**config.mk**
```make
export PLATFORM = sky130hd
export DESIGN_NAME = single_track_writeback_cache
export DESIGN_NICKNAME = d
export VERILOG_FILES = /design/src/hw/rtl/stwbc_pkg.sv /design/src/hw/rtl/single_track_writeback_cache.sv
export SDC_FILE = /design/constraint.sdc
export NUM_CORES = 1
export LEC_CHECK = 0
export CORE_MARGIN = 10
export CORE_UTILIZATION = 68
export DETAILED_ROUTE_END_ITERATION = 8
export DONT_BUFFER_PORTS = 1
export HOLD_SLACK_MARGIN = 0.06
export PLACE_DENSITY = 0.84
export REMOVE_ABC_BUFFERS = 1
export SLEW_MARGIN = 20
export SYNTH_ARGS = -nofsm -noshare
export SYNTH_HDL_FRONTEND = slang
export SYNTH_SLANG_ARGS = --single-unit
```
**constraint.sdc**
```tcl
create_clock -name clk_i -period 10.8 [get_ports clk_i]
set_input_delay 0 -clock clk_i [delete_from_list [all_inputs] [get_ports clk_i]]
set_output_delay 0 -clock clk_i [all_outputs]
set_load 0.1 [all_outputs]
```
**src/hw/rtl/stwbc_pkg.sv**
```systemverilog
`default_nettype none
// ----------------------------------------------------------------------------
// stwbc_pkg
// shared types and constants of the single-track write-back cache policy
// ----------------------------------------------------------------------------
package stwbc_pkg;

  // geometry
  localparam int unsigned CylinderCount = 80;
  localparam int unsigned TrackSectors  = 18;
  localparam int unsigned SectorBytes   = 512;

  // field widths
  localparam int unsigned ModeW   = 3;
  localparam int unsigned CylInW  = 8;
  localparam int unsigned HeadW   = 2;
  localparam int unsigned SectorW = 5;
  localparam int unsigned ByteW   = 10;
  localparam int unsigned ActionW = 2;
  localparam int unsigned CylW    = 7;
  localparam int unsigned StatusW = 2;
  localparam int unsigned AddrW   = 15;

  // request codes
  typedef enum logic [ModeW-1:0] {
    MODE_READ     = 3'd0,
    MODE_WRITE    = 3'd1,
    MODE_FLUSH    = 3'd2,
    MODE_DISK_CHG = 3'd3,
    MODE_WB_DONE  = 3'd4,
    MODE_FET_DONE = 3'd5
  } mode_e;

  typedef enum logic [ActionW-1:0] {
    ACT_FINISHED  = 2'd0,
    ACT_WRITEBACK = 2'd1,
    ACT_FETCH     = 2'd2
  } action_e;

  typedef enum logic [StatusW-1:0] {
    ST_OK      = 2'd0,
    ST_INVALID = 2'd1,
    ST_XFER    = 2'd2,
    ST_BUSY    = 2'd3
  } status_e;

  // waiting phase, one-hot
  typedef enum logic [3:0] {
    PH_IDLE          = 4'b0001,
    PH_WB_THEN_FETCH = 4'b0010,
    PH_FETCH         = 4'b0100,
    PH_FLUSH         = 4'b1000
  } phase_e;

endpackage : stwbc_pkg
`default_nettype wire

```
**src/hw/rtl/single_track_writeback_cache.sv**
```systemverilog
`default_nettype none
// ----------------------------------------------------------------------------
// single_track_writeback_cache
// policy for a one-cylinder write-back track cache
// ----------------------------------------------------------------------------
// Each word on the input channel is one event: a read or write request, a
// flush, a disk change, or a completion (writeback done, fetch done) from the
// track transfer engine. Each accepted word yields exactly one result word.
// A word is taken into an input register, decoded against the cache state
// (valid, dirty, cached cylinder, waiting phase, held request) and the result
// is written to the output register once that register is free, and a new
// word is accepted every cycle while the output is not stalled. The single
// decode stage sits between the two registers; the output register parts
// the two sides, and the input register is freed whenever the output
// register is empty or being taken. A miss on a dirty cache answers with a
// writeback request for the cached cylinder; the fetch of the requested
// cylinder follows when the writeback completes. A hit returns the byte
// address in the track buffer and marks a write dirty.
// ----------------------------------------------------------------------------
module single_track_writeback_cache (
  input  wire logic                          clk_i,
  input  wire logic                          rst_ni,
  // request side
  input  wire logic                          in_valid_i,
  output logic                               in_ready_o,
  input  wire logic [stwbc_pkg::ModeW-1:0]   mode_i,
  input  wire logic [stwbc_pkg::CylInW-1:0]  cylinder_i,
  input  wire logic [stwbc_pkg::HeadW-1:0]   head_i,
  input  wire logic [stwbc_pkg::SectorW-1:0] sector_i,
  input  wire logic [stwbc_pkg::ByteW-1:0]   byte_offset_i,
  input  wire logic [stwbc_pkg::ByteW-1:0]   byte_count_i,
  input  wire logic                          transfer_ok_i,
  // result side
  output logic                               out_valid_o,
  input  wire logic                          out_ready_i,
  output logic [stwbc_pkg::ActionW-1:0]      action_o,
  output logic [stwbc_pkg::CylW-1:0]         action_cylinder_o,
  output logic [stwbc_pkg::StatusW-1:0]      status_o,
  output logic [stwbc_pkg::AddrW-1:0]        buffer_address_o,
  output logic                               grant_write_o
);
  import stwbc_pkg::*;

  // ---------------- input register ----------------
  logic               s1_valid_q;
  logic [ModeW-1:0]   mode_q;
  logic [CylInW-1:0]  cyl_q;
  logic [HeadW-1:0]   head_q;
  logic [SectorW-1:0] sec_q;
  logic [ByteW-1:0]   off_q;
  logic [ByteW-1:0]   cnt_q;
  logic               ok_q;

  logic s1_adv;   // input register moves into the output register
  logic out_free; // output register can take a word this cycle

  assign out_free   = !out_valid_o || out_ready_i;
  assign s1_adv     = s1_valid_q && out_free;
  assign in_ready_o = !s1_valid_q || out_free;

  always_ff @(posedge clk_i or negedge rst_ni) begin
    if (!rst_ni) begin
      s1_valid_q <= 1'b0;
    end else if (in_ready_o) begin
      s1_valid_q <= in_valid_i;
    end
  end

  // payload only, no reset needed
  always_ff @(posedge clk_i) begin
    if (in_valid_i && in_ready_o) begin
      mode_q  <= mode_i;
      cyl_q   <= cylinder_i;
      head_q  <= head_i;
      sec_q   <= sector_i;
      off_q   <= byte_offset_i;
      cnt_q   <= byte_count_i;
      ok_q    <= transfer_ok_i;
    end
  end

  // ---------------- cache state ----------------
  logic           cache_valid_q, cache_valid_d;
  logic           track_dirty_q, track_dirty_d;
  logic [CylW-1:0] cached_cyl_q, cached_cyl_d;
  phase_e         phase_q, phase_d;
  // held request, written before it is ever read
  logic            held_wr_q, held_wr_d;
  logic [CylW-1:0] held_cyl_q, held_cyl_d;
  logic [AddrW-1:0] held_addr_q, held_addr_d;

  // ---------------- decode ----------------
  logic             bad_bounds;
  logic [ByteW:0]   span_end;
  logic [5:0]       track_slot;  // sector*2 + head
  logic [AddrW:0]   addr_wide;
  logic [AddrW-1:0] req_addr;
  logic             is_wr;
  logic             hit;

  assign span_end   = {1'b0, off_q} + {1'b0, cnt_q};
  assign bad_bounds = (cyl_q >= CylInW'(CylinderCount)) || (head_q > HeadW'(1))
                   || (sec_q >= SectorW'(TrackSectors))
                   || (off_q > ByteW'(SectorBytes)) || (cnt_q > ByteW'(SectorBytes))
                   || (span_end > (ByteW+1)'(SectorBytes));

  // buffer address: slot times the sector size plus the offset, kept to 15 bits
  assign track_slot = {sec_q, 1'b0} + 6'(head_q);
  assign addr_wide  = (AddrW+1)'(track_slot) * (AddrW+1)'(SectorBytes)
                    + (AddrW+1)'(off_q);
  assign req_addr   = addr_wide[AddrW-1:0];
  assign is_wr      = (mode_q == MODE_WRITE);
  assign hit        = cache_valid_q && (8'(cached_cyl_q) == cyl_q);

  // result of this word
  action_e          res_act;
  logic [CylW-1:0]  res_cyl;
  status_e          res_st;
  logic [AddrW-1:0] res_addr;
  logic             res_wr;

  always_comb begin
    cache_valid_d = cache_valid_q;
    track_dirty_d = track_dirty_q;
    cached_cyl_d  = cached_cyl_q;
    phase_d       = phase_q;
    held_wr_d     = held_wr_q;
    held_cyl_d    = held_cyl_q;
    held_addr_d   = held_addr_q;
    res_act       = ACT_FINISHED;
    res_cyl       = '0;
    res_st        = ST_OK;
    res_addr      = '0;
    res_wr        = 1'b0;

    case (mode_q)
      MODE_READ, MODE_WRITE: begin
        if (phase_q != PH_IDLE) begin
          res_st = ST_BUSY;
        end else if (bad_bounds) begin
          res_st = ST_INVALID;
        end else if (hit) begin
          // hit: grant at once, a write dirties the track
          if (is_wr) begin
            track_dirty_d = 1'b1;
          end
          res_addr = req_addr;
          res_wr   = is_wr;
        end else begin
          // miss: hold the request until the track is in
          held_wr_d   = is_wr;
          held_cyl_d  = cyl_q[CylW-1:0];
          held_addr_d = req_addr;
          if (cache_valid_q && track_dirty_q) begin
            phase_d = PH_WB_THEN_FETCH;
            res_act = ACT_WRITEBACK;
            res_cyl = cached_cyl_q;
          end else begin
            cache_valid_d = 1'b0;
            phase_d       = PH_FETCH;
            res_act       = ACT_FETCH;
            res_cyl       = cyl_q[CylW-1:0];
          end
        end
      end
      MODE_FLUSH: begin
        if (phase_q != PH_IDLE) begin
          res_st = ST_BUSY;
        end else if (cache_valid_q && track_dirty_q) begin
          phase_d = PH_FLUSH;
          res_act = ACT_WRITEBACK;
          res_cyl = cached_cyl_q;
        end
      end
      MODE_DISK_CHG: begin
        cache_valid_d = 1'b0;
      end
      MODE_WB_DONE: begin
        if (phase_q == PH_WB_THEN_FETCH) begin
          if (!ok_q) begin
            phase_d = PH_IDLE;
            res_st  = ST_XFER;
          end else begin
            track_dirty_d = 1'b0;
            cache_valid_d = 1'b0;
            phase_d       = PH_FETCH;
            res_act       = ACT_FETCH;
            res_cyl       = held_cyl_q;
          end
        end else if (phase_q == PH_FLUSH) begin
          phase_d = PH_IDLE;
          if (ok_q) begin
            track_dirty_d = 1'b0;
          end else begin
            res_st = ST_XFER;
          end
        end else begin
          res_st = ST_BUSY;
        end
      end
      MODE_FET_DONE: begin
        if (phase_q == PH_FETCH) begin
          phase_d = PH_IDLE;
          if (!ok_q) begin
            cache_valid_d = 1'b0;
            res_st        = ST_XFER;
          end else begin
            // track is in: resume the held request
            cache_valid_d = 1'b1;
            cached_cyl_d  = held_cyl_q;
            track_dirty_d = held_wr_q;
            res_addr      = held_addr_q;
            res_wr        = held_wr_q;
          end
        end else begin
          res_st = ST_BUSY;
        end
      end
      default: begin
        // unused request codes
        res_st = ST_BUSY;
      end
    endcase
  end

  always_ff @(posedge clk_i or negedge rst_ni) begin
    if (!rst_ni) begin
      cache_valid_q <= 1'b0;
      track_dirty_q <= 1'b0;
      cached_cyl_q  <= '0;
      phase_q       <= PH_IDLE;
    end else if (s1_adv) begin
      cache_valid_q <= cache_valid_d;
      track_dirty_q <= track_dirty_d;
      cached_cyl_q  <= cached_cyl_d;
      phase_q       <= phase_d;
    end
  end

  always_ff @(posedge clk_i) begin
    if (s1_adv) begin
      held_wr_q   <= held_wr_d;
      held_cyl_q  <= held_cyl_d;
      held_addr_q <= held_addr_d;
    end
  end

  // ---------------- output register ----------------
  always_ff @(posedge clk_i or negedge rst_ni) begin
    if (!rst_ni) begin
      out_valid_o <= 1'b0;
    end else if (out_free) begin
      out_valid_o <= s1_valid_q;
    end
  end

  always_ff @(posedge clk_i) begin
    if (s1_adv) begin
      action_o          <= res_act;
      action_cylinder_o <= res_cyl;
      status_o          <= res_st;
      buffer_address_o  <= res_addr;
      grant_write_o     <= res_wr;
    end
  end

  // ---------------- assertions ----------------
  a_request_ok : assert property (@(posedge clk_i) disable iff (!rst_ni)
    out_valid_o && (action_o != ACT_FINISHED) |-> (status_o == ST_OK))
    else $error("transfer request carries a non-success status");

  a_grant_clean : assert property (@(posedge clk_i) disable iff (!rst_ni)
    out_valid_o && grant_write_o |-> (action_o == ACT_FINISHED) && (status_o == ST_OK))
    else $error("write grant on a failed or pending word");

  a_phase_onehot : assert property (@(posedge clk_i) disable iff (!rst_ni)
    $onehot(phase_q))
    else $error("waiting phase lost its one-hot code");

  a_fetch_invalid : assert property (@(posedge clk_i) disable iff (!rst_ni)
    (phase_q == PH_FETCH) |-> !cache_valid_q)
    else $error("cache marked valid while a fetch is pending");

  a_hold_stalled : assert property (@(posedge clk_i) disable iff (!rst_ni)
    s1_valid_q && out_valid_o && !out_ready_i |=> s1_valid_q)
    else $error("staged word dropped during an output stall");

endmodule : single_track_writeback_cache
`default_nettype wire
```
==> results of run 1 <==
-- synthesized netlist by cell type (all sizes together), types with 3 or more instances --
cell type  count
nor4           4
and2           9
or2b           3
nand3         20
o21a           3
o21ai         16
a21oi         24
xor2           9
inv           13
nand2         11
o31ai          3
dfrtp         14
nor2          21
ha            14
a221o          6
mux2i          4
buf            4
o21bai         3
a211o          3
clkbuf         5
nor3           8
nor2b          6
nand2b         5
edfxtp        89
mux2          10
xnor2          6
a22o          17
-- stage by stage --
stage	cell area (sq um)	std cells	setup WS [ns]	hold slack, ns	util [%]
after floorplan	4812	350	6.067	-0.2956	-
after global placement	4946	447	6.646	-0.2951	71.61
after detailed placement	4946	447	6.519	-0.2951	71.61
after CTS	5557	505	6.481	0.1518	80.45
after global routing	5557	505	6.320	0.1927	80.45
final	5557	505	6.448	0.1324	80.45
-- layer usage --
metal,wire (um),vias to the layer above
met4,346,0
met5,0,-
met2,5266,200
li1,-,1476
met3,1065,28
met1,4270,1605
-- logic make-up after synthesis --
group,Yosys count,share of synthesized area [%]
xor gates and xnor gates,15,2.683
adders and majority gates,15,3.986
DFF,104,62.26
muxes,14,3.117
AOI/OAI and AO/OA,92,13.98
and+or+nand+nor,97,11.24
buffers and inverters,23,2.734
-- state kept, by name, summed over array words and instances, names as in the netlist --
register	flops
status_o	2
sec_q	5
grant_write_o	1
head_q	2
ok_q	1
action_cylinder_o	7
track_dirty_q	1
off_q	10
held_cyl_q	7
buffer_address_o	15
action_o	2
held_wr_q	1
cache_valid_q	1
s1_valid_q	1
cached_cyl_q	7
phase_q	4
cnt_q	10
held_addr_q	15
cyl_q	8
out_valid_o	1
mode_q	3
-- final timing paths --
| kind | depth (start not counted) | slack, ns | startpoint | end |
|---|---|---|---|---|
| max | 11 | 6.45 | off_q[0] | held_cyl_q[2] |
| min | 1 | 0.13 | rst_ni | cached_cyl_q[3] |
| max reg2reg | 11 | 6.45 | off_q[0] | held_cyl_q[2] |
| min reg2reg | 2 | 0.51 | phase_q[0] | phase_q[0] |
| max in group asynchronous | 1 | 10.17 | rst_ni | cached_cyl_q[4] |
| min in group clk_i | 1 | 0.24 | sector_i[0] | sec_q[0] |
-- area by class of cell --
| type | count | area share, % |
|---|---|---|
| clock buffers | 10 | 2.297 |
| repair buffers | 43 | 7.701 |
| flip-flops and latches | 104 | 54.87 |
| multi-input cells | 233 | 30.96 |
| well taps | 96 | 2.162 |
| clock inverters | 6 | 1.126 |
| inverters | 13 | 0.8782 |
-- what timing repair did --
item | in CTS | in global routing
buffers inserted | 0 | 0
endpoints found under the hold margin | 56 | 0
hold buffers | 42 | 0
-- power groups by stage --
stage          Clock [uW]  Combinational (uW)  Sequential (uW)
3_3_place_gp            0                 119              571
3_5_place_dp            0                 123              573
4_1_cts               234                 138              564
6_report              238                 140              564
5_1_grt               255                 154              570
2_1_floorplan           0                 101              562
==> flow_summary.ini, run 1 <==
[synthesis]
synth.area.top_cells = edfxtp_1, dfrtp_1, ha_1
ys_seq_area_share_pct = 62.26
synth-async-reset-ratio_pct = 14.42
syn_inst = 360
ys_ff_latch = 104
netlist.area_leader.share_pct = 54.57
synth.largest_area_cell = edfxtp_1
synth_edf_count = 89
syn_area_sq_um = 4897
syn_avg_cell_area_sq_um = 13.60
yosys_warnings = 0
synth_cell_types = 65
yosys_most_used_dff = edfxtp_1

[cts]
worstSkewPairLatency_ns = 0.39
cts-root-buf = clkbuf_8
cts_buffer_depth = 2
htreeDepth = 3
cts_resized = 0
tritoncts = built
numCtsBuffers = 9
clk_pin_slew_worst_paths_ns = 0.11
cts.sinks = 104

[power_and_ir_drop]
seqPwrFrac_pct = 59.9
p_sw_share_pct = 33.10
p_per_area_nw_per_um2 = 169.5
internal_power_uw = 630.1
peakVddDrop_mv = 0.1643
p_leak_uw = 0.002030
p_total_uw = 941.8
clkPwrFrac_pct = 25.2
comb_power_share_pct = 14.8
p_sw_uw = 311.8

[sta]
clock_skew_ns = 0.01854
maxSlewViolCount = 0
post-route-period-util_pct = 40.29
period_minus_slack_ns = 4.352
rsz0062_at_grt = false
max_freq_mhz = 229.8
hold_viol_final = 0
finalSetupViolations = 0
relSlewSlack_pct = 25.09
tightest_slew_ns = 1.115
setup_tns_ns = 0

[finish]
diodes = 0
layout_common_cells = edfxtp_1, dlygate4sd3_1, a21oi_1
syn_to_final_growth_pct = 13.46
regArea_sq_um = 3049
multi_input_area_sq_um = 1720
fill_cells = 394
fin_nets = 462
final_common_cell = edfxtp_1
drive_above_1_share_pct = 13.20

[worst_setup_path]
crit_arrival_ns = 4.42
cpMaxStageDelayCell = nor3_2
cpPeakStageDelay_ns = 0.77
start_kind = flop
worstPathRequired_ns = 10.87
cp_max_fo = 12
crit_type = flop to flop
cp_top_family = simple AND/OR/NAND/NOR gates
end_kind = flop
cp_cell_sequence = ha_1 > inv_1 > fa_1 > or2b_2 > a221o_1 > a211o_1 > a2111o_1 > o41ai_4 > nand3_2 > nor3_2 > buf_4
cp.buffers_inverters = 2

[global_route]
grt-busiest-layer = met2
grt_max_degree = 40
met2_usage_pct = 32.30
antenna_found_initial = 0
gr-total-overflow = 0
grt_pass1_vias = 3295
grt_pass1_wl_um = 17240
track_usage_pct = 19.74
use_met1_pct = 23.08
met3_usage_pct = 7.125

[floorplanning]
rows = 30
die-area_sq_um = 11000
chipHeight_um = 104.9
fp.coreArea_sq_um = 6907
design.portCount = 72
die_w_um = 104.9
initial_utilization_pct = 70.91

[drt]
ant_nets = 0
dr_total_vias = 3309
drt_iter0_drc = 271
wirelength_um = 10950
dr.pass1.iters = 5
vias_per_cell = 6.552
remaining_drc_errors = 0
wire_per_inst_um = 21.68

[placement]
dp_hpwl_um = 7112
io_buffer_count = 0
gp_congestion = 1.016

[hold_path]
hold_path_class = primary input to async pin

[outcome]
outcome = complete, no violations

[flow_run]
maxCapViolations = 0
No activity file was read; power rests on OpenSTA's default activity.
==> run 2, diff against run 1 <==
- CORE_UTILIZATION: 68 -> 63
- PLACE_DENSITY: 0.84 -> 0.79
- clock period: 10.8 -> 4.19 ns (I/O delays scaled with it)
==> flow_summary.ini, run 2 (synthesis gave the netlist of run 1 again) <==
[outcome]
outcome = complete, no violations

[placement]
io_buffer_count = 0
place_area_sq_um = 4984
gp_congestion = 0.8614
dp_hpwl_um = 7270
pre_cts_ws_ns = 0.4728

[worst_setup_path]
crit_type = flop to flop
worstPathRequired_ns = 4.25
cpMaxStageDelayCell = fa_1
end_kind = flop
r2r_cells = 11
start_kind = flop
path_depth = 11
cp.buffers_inverters = 2
cp_cell_sequence = ha_1 > inv_1 > fa_1 > or2b_2 > a221o_1 > a211o_1 > a2111o_1 > o41ai_4 > nand3_2 > nor3_2 > buf_4
crit_arrival_ns = 3.82
cp_max_fo = 16
cpPeakStageDelay_ns = 0.47
cp_top_family = compound AO/OA/AOI/OAI gates

[sta]
period_minus_slack_ns = 3.759
setup_tns_ns = 0
clock_skew_ns = 0.01226
relSlewSlack_pct = 32.47
post-route-period-util_pct = 89.71
layout_setup_ws_ns = 0.4313
maxSlewViolCount = 0
finalSetupViolations = 0
hold_viol_final = 0
rsz0062_at_grt = false
tightest_slew_ns = 1.005
max_freq_mhz = 266.0

[cts]
htreeDepth = 3
worstSkewPairLatency_ns = 0.37
tritoncts = built
cts_buffer_depth = 2
cts.sinks = 104
cts-root-buf = clkbuf_8
cts_resized = 0
numCtsBuffers = 9
clk_pin_slew_worst_paths_ns = 0.10

[finish]
regArea_sq_um = 3049
layout_common_cells = edfxtp_1, dlygate4sd3_1, a21oi_1
syn_to_final_growth_pct = 14.49
drive_above_1_share_pct = 14.04
fin_nets = 466
reg.largest.list = buffer_address_o (15), held_addr_q (15)
final_common_cell = edfxtp_1
finish.utilization_pct = 73.31
final_cell_area_sq_um = 5607
diodes = 0
fill_cells = 497
multi_input_area_sq_um = 1720

[global_route]
antenna_found_initial = 0
gr-total-overflow = 0
grt_max_degree = 40
grt_pass1_wl_um = 16830
track_usage_pct = 18.55
grt_pass1_vias = 3192

[power_and_ir_drop]
p_per_area_nw_per_um2 = 437.6
p_total_uw = 2453
p_leak_uw = 0.002059
peakVddDrop_mv = 0.2834

[drt]
dr.pass1.iters = 5
ant_nets = 0
wire_per_inst_um = 20.18
wirelength_um = 10390
remaining_drc_errors = 0
drt_iter0_drc = 176
vias_per_cell = 6.252
dr_total_vias = 3220

[floorplanning]
initial_utilization_pct = 64.04
design.portCount = 72
fp.coreArea_sq_um = 7647
rows = 32
die-area_sq_um = 11700
die_w_um = 108.2
chipHeight_um = 108.2

[flow_run]
maxCapViolations = 0

[hold_path]
hold_path_class = primary input to async pin
==> run 2: cell count changes in the layout (fill, tap and decap cells not counted) <==
cell        change
bufinv_16       +1
clkinvlp_4      +1
clkinv_4        -1
clkinv_1        -1
buf_4           +4
clkinv_8        -1
inv_1           +1
==> run 2: metrics by stage <==
stage / cells / hold WS [ns]
after floorplan: 350 / -0.2956
after global placement: 457 / -0.2950
after detailed placement: 457 / -0.2951
after CTS: 515 / 0.1210
after global routing: 515 / 0.1606
final: 515 / 0.1403
==> run 2: layer usage <==
metal / track usage (%) / part of all wire (%) / up-vias
met1: 24.03 / 43 / 1607
li1: - / - / 1486
met4: 5.153 / 1.0 / 0
met5: 0 / 0 / -
met2: 30.56 / 50 / 119
met3: 4.343 / 6.2 / 8
==> run 2: path summary, 6_finish.rpt <==
kind / to / slack [ns] / startpoint
worst max-delay path: held_addr_q[2] / 0.43 / off_q[0]
worst min-delay path: s1_valid_q / 0.14 / rst_ni
worst max register to register: held_addr_q[2] / 0.43 / off_q[0]
worst min register to register: cached_cyl_q[3] / 0.50 / held_cyl_q[3]
max in group asynchronous: cached_cyl_q[4] / 3.56 / rst_ni
min in group clk_i: s1_valid_q / 0.16 / out_ready_i
==> run 2: final cells by class <==
| cell class | instances | share of cell area (%) |
|---|---|---|
| inverter | 13 | 0.8703 |
| clock buffer | 10 | 2.276 |
| clock inverter | 6 | 1.339 |
| sequential | 104 | 54.39 |
| tap | 102 | 2.276 |
| timing repair buffer | 47 | 8.168 |
| multi-input combinational | 233 | 30.69 |
==> run 2: power breakdown <==
| group | internal, uW | switching (uW) | leakage [uW] |
|---|---|---|---|
| Combinational | 167 | 190 | 0.000918 |
| Clock | 286 | 352 | 0.0000994 |
| Sequential | 1230 | 232 | 0.00104 |
==> run 2: what timing repair did <==
action                     4_1_cts  5_1_grt
buffers inserted                 0        0
hold endpoints to repair        56        0
setup endpoints to repair        0        0
hold buffers                    42        0
==> run 2: worst reg2reg max path: stages (launching register included) <==
cell,delay [ns]
edfxtp_1,0.43
ha_1,0.22
inv_1,0.06
fa_1,0.47
or2b_2,0.30
a221o_1,0.26
a211o_1,0.26
a2111o_1,0.34
o41ai_4,0.37
nand3_2,0.20
nor3_2,0.26
buf_4,0.29
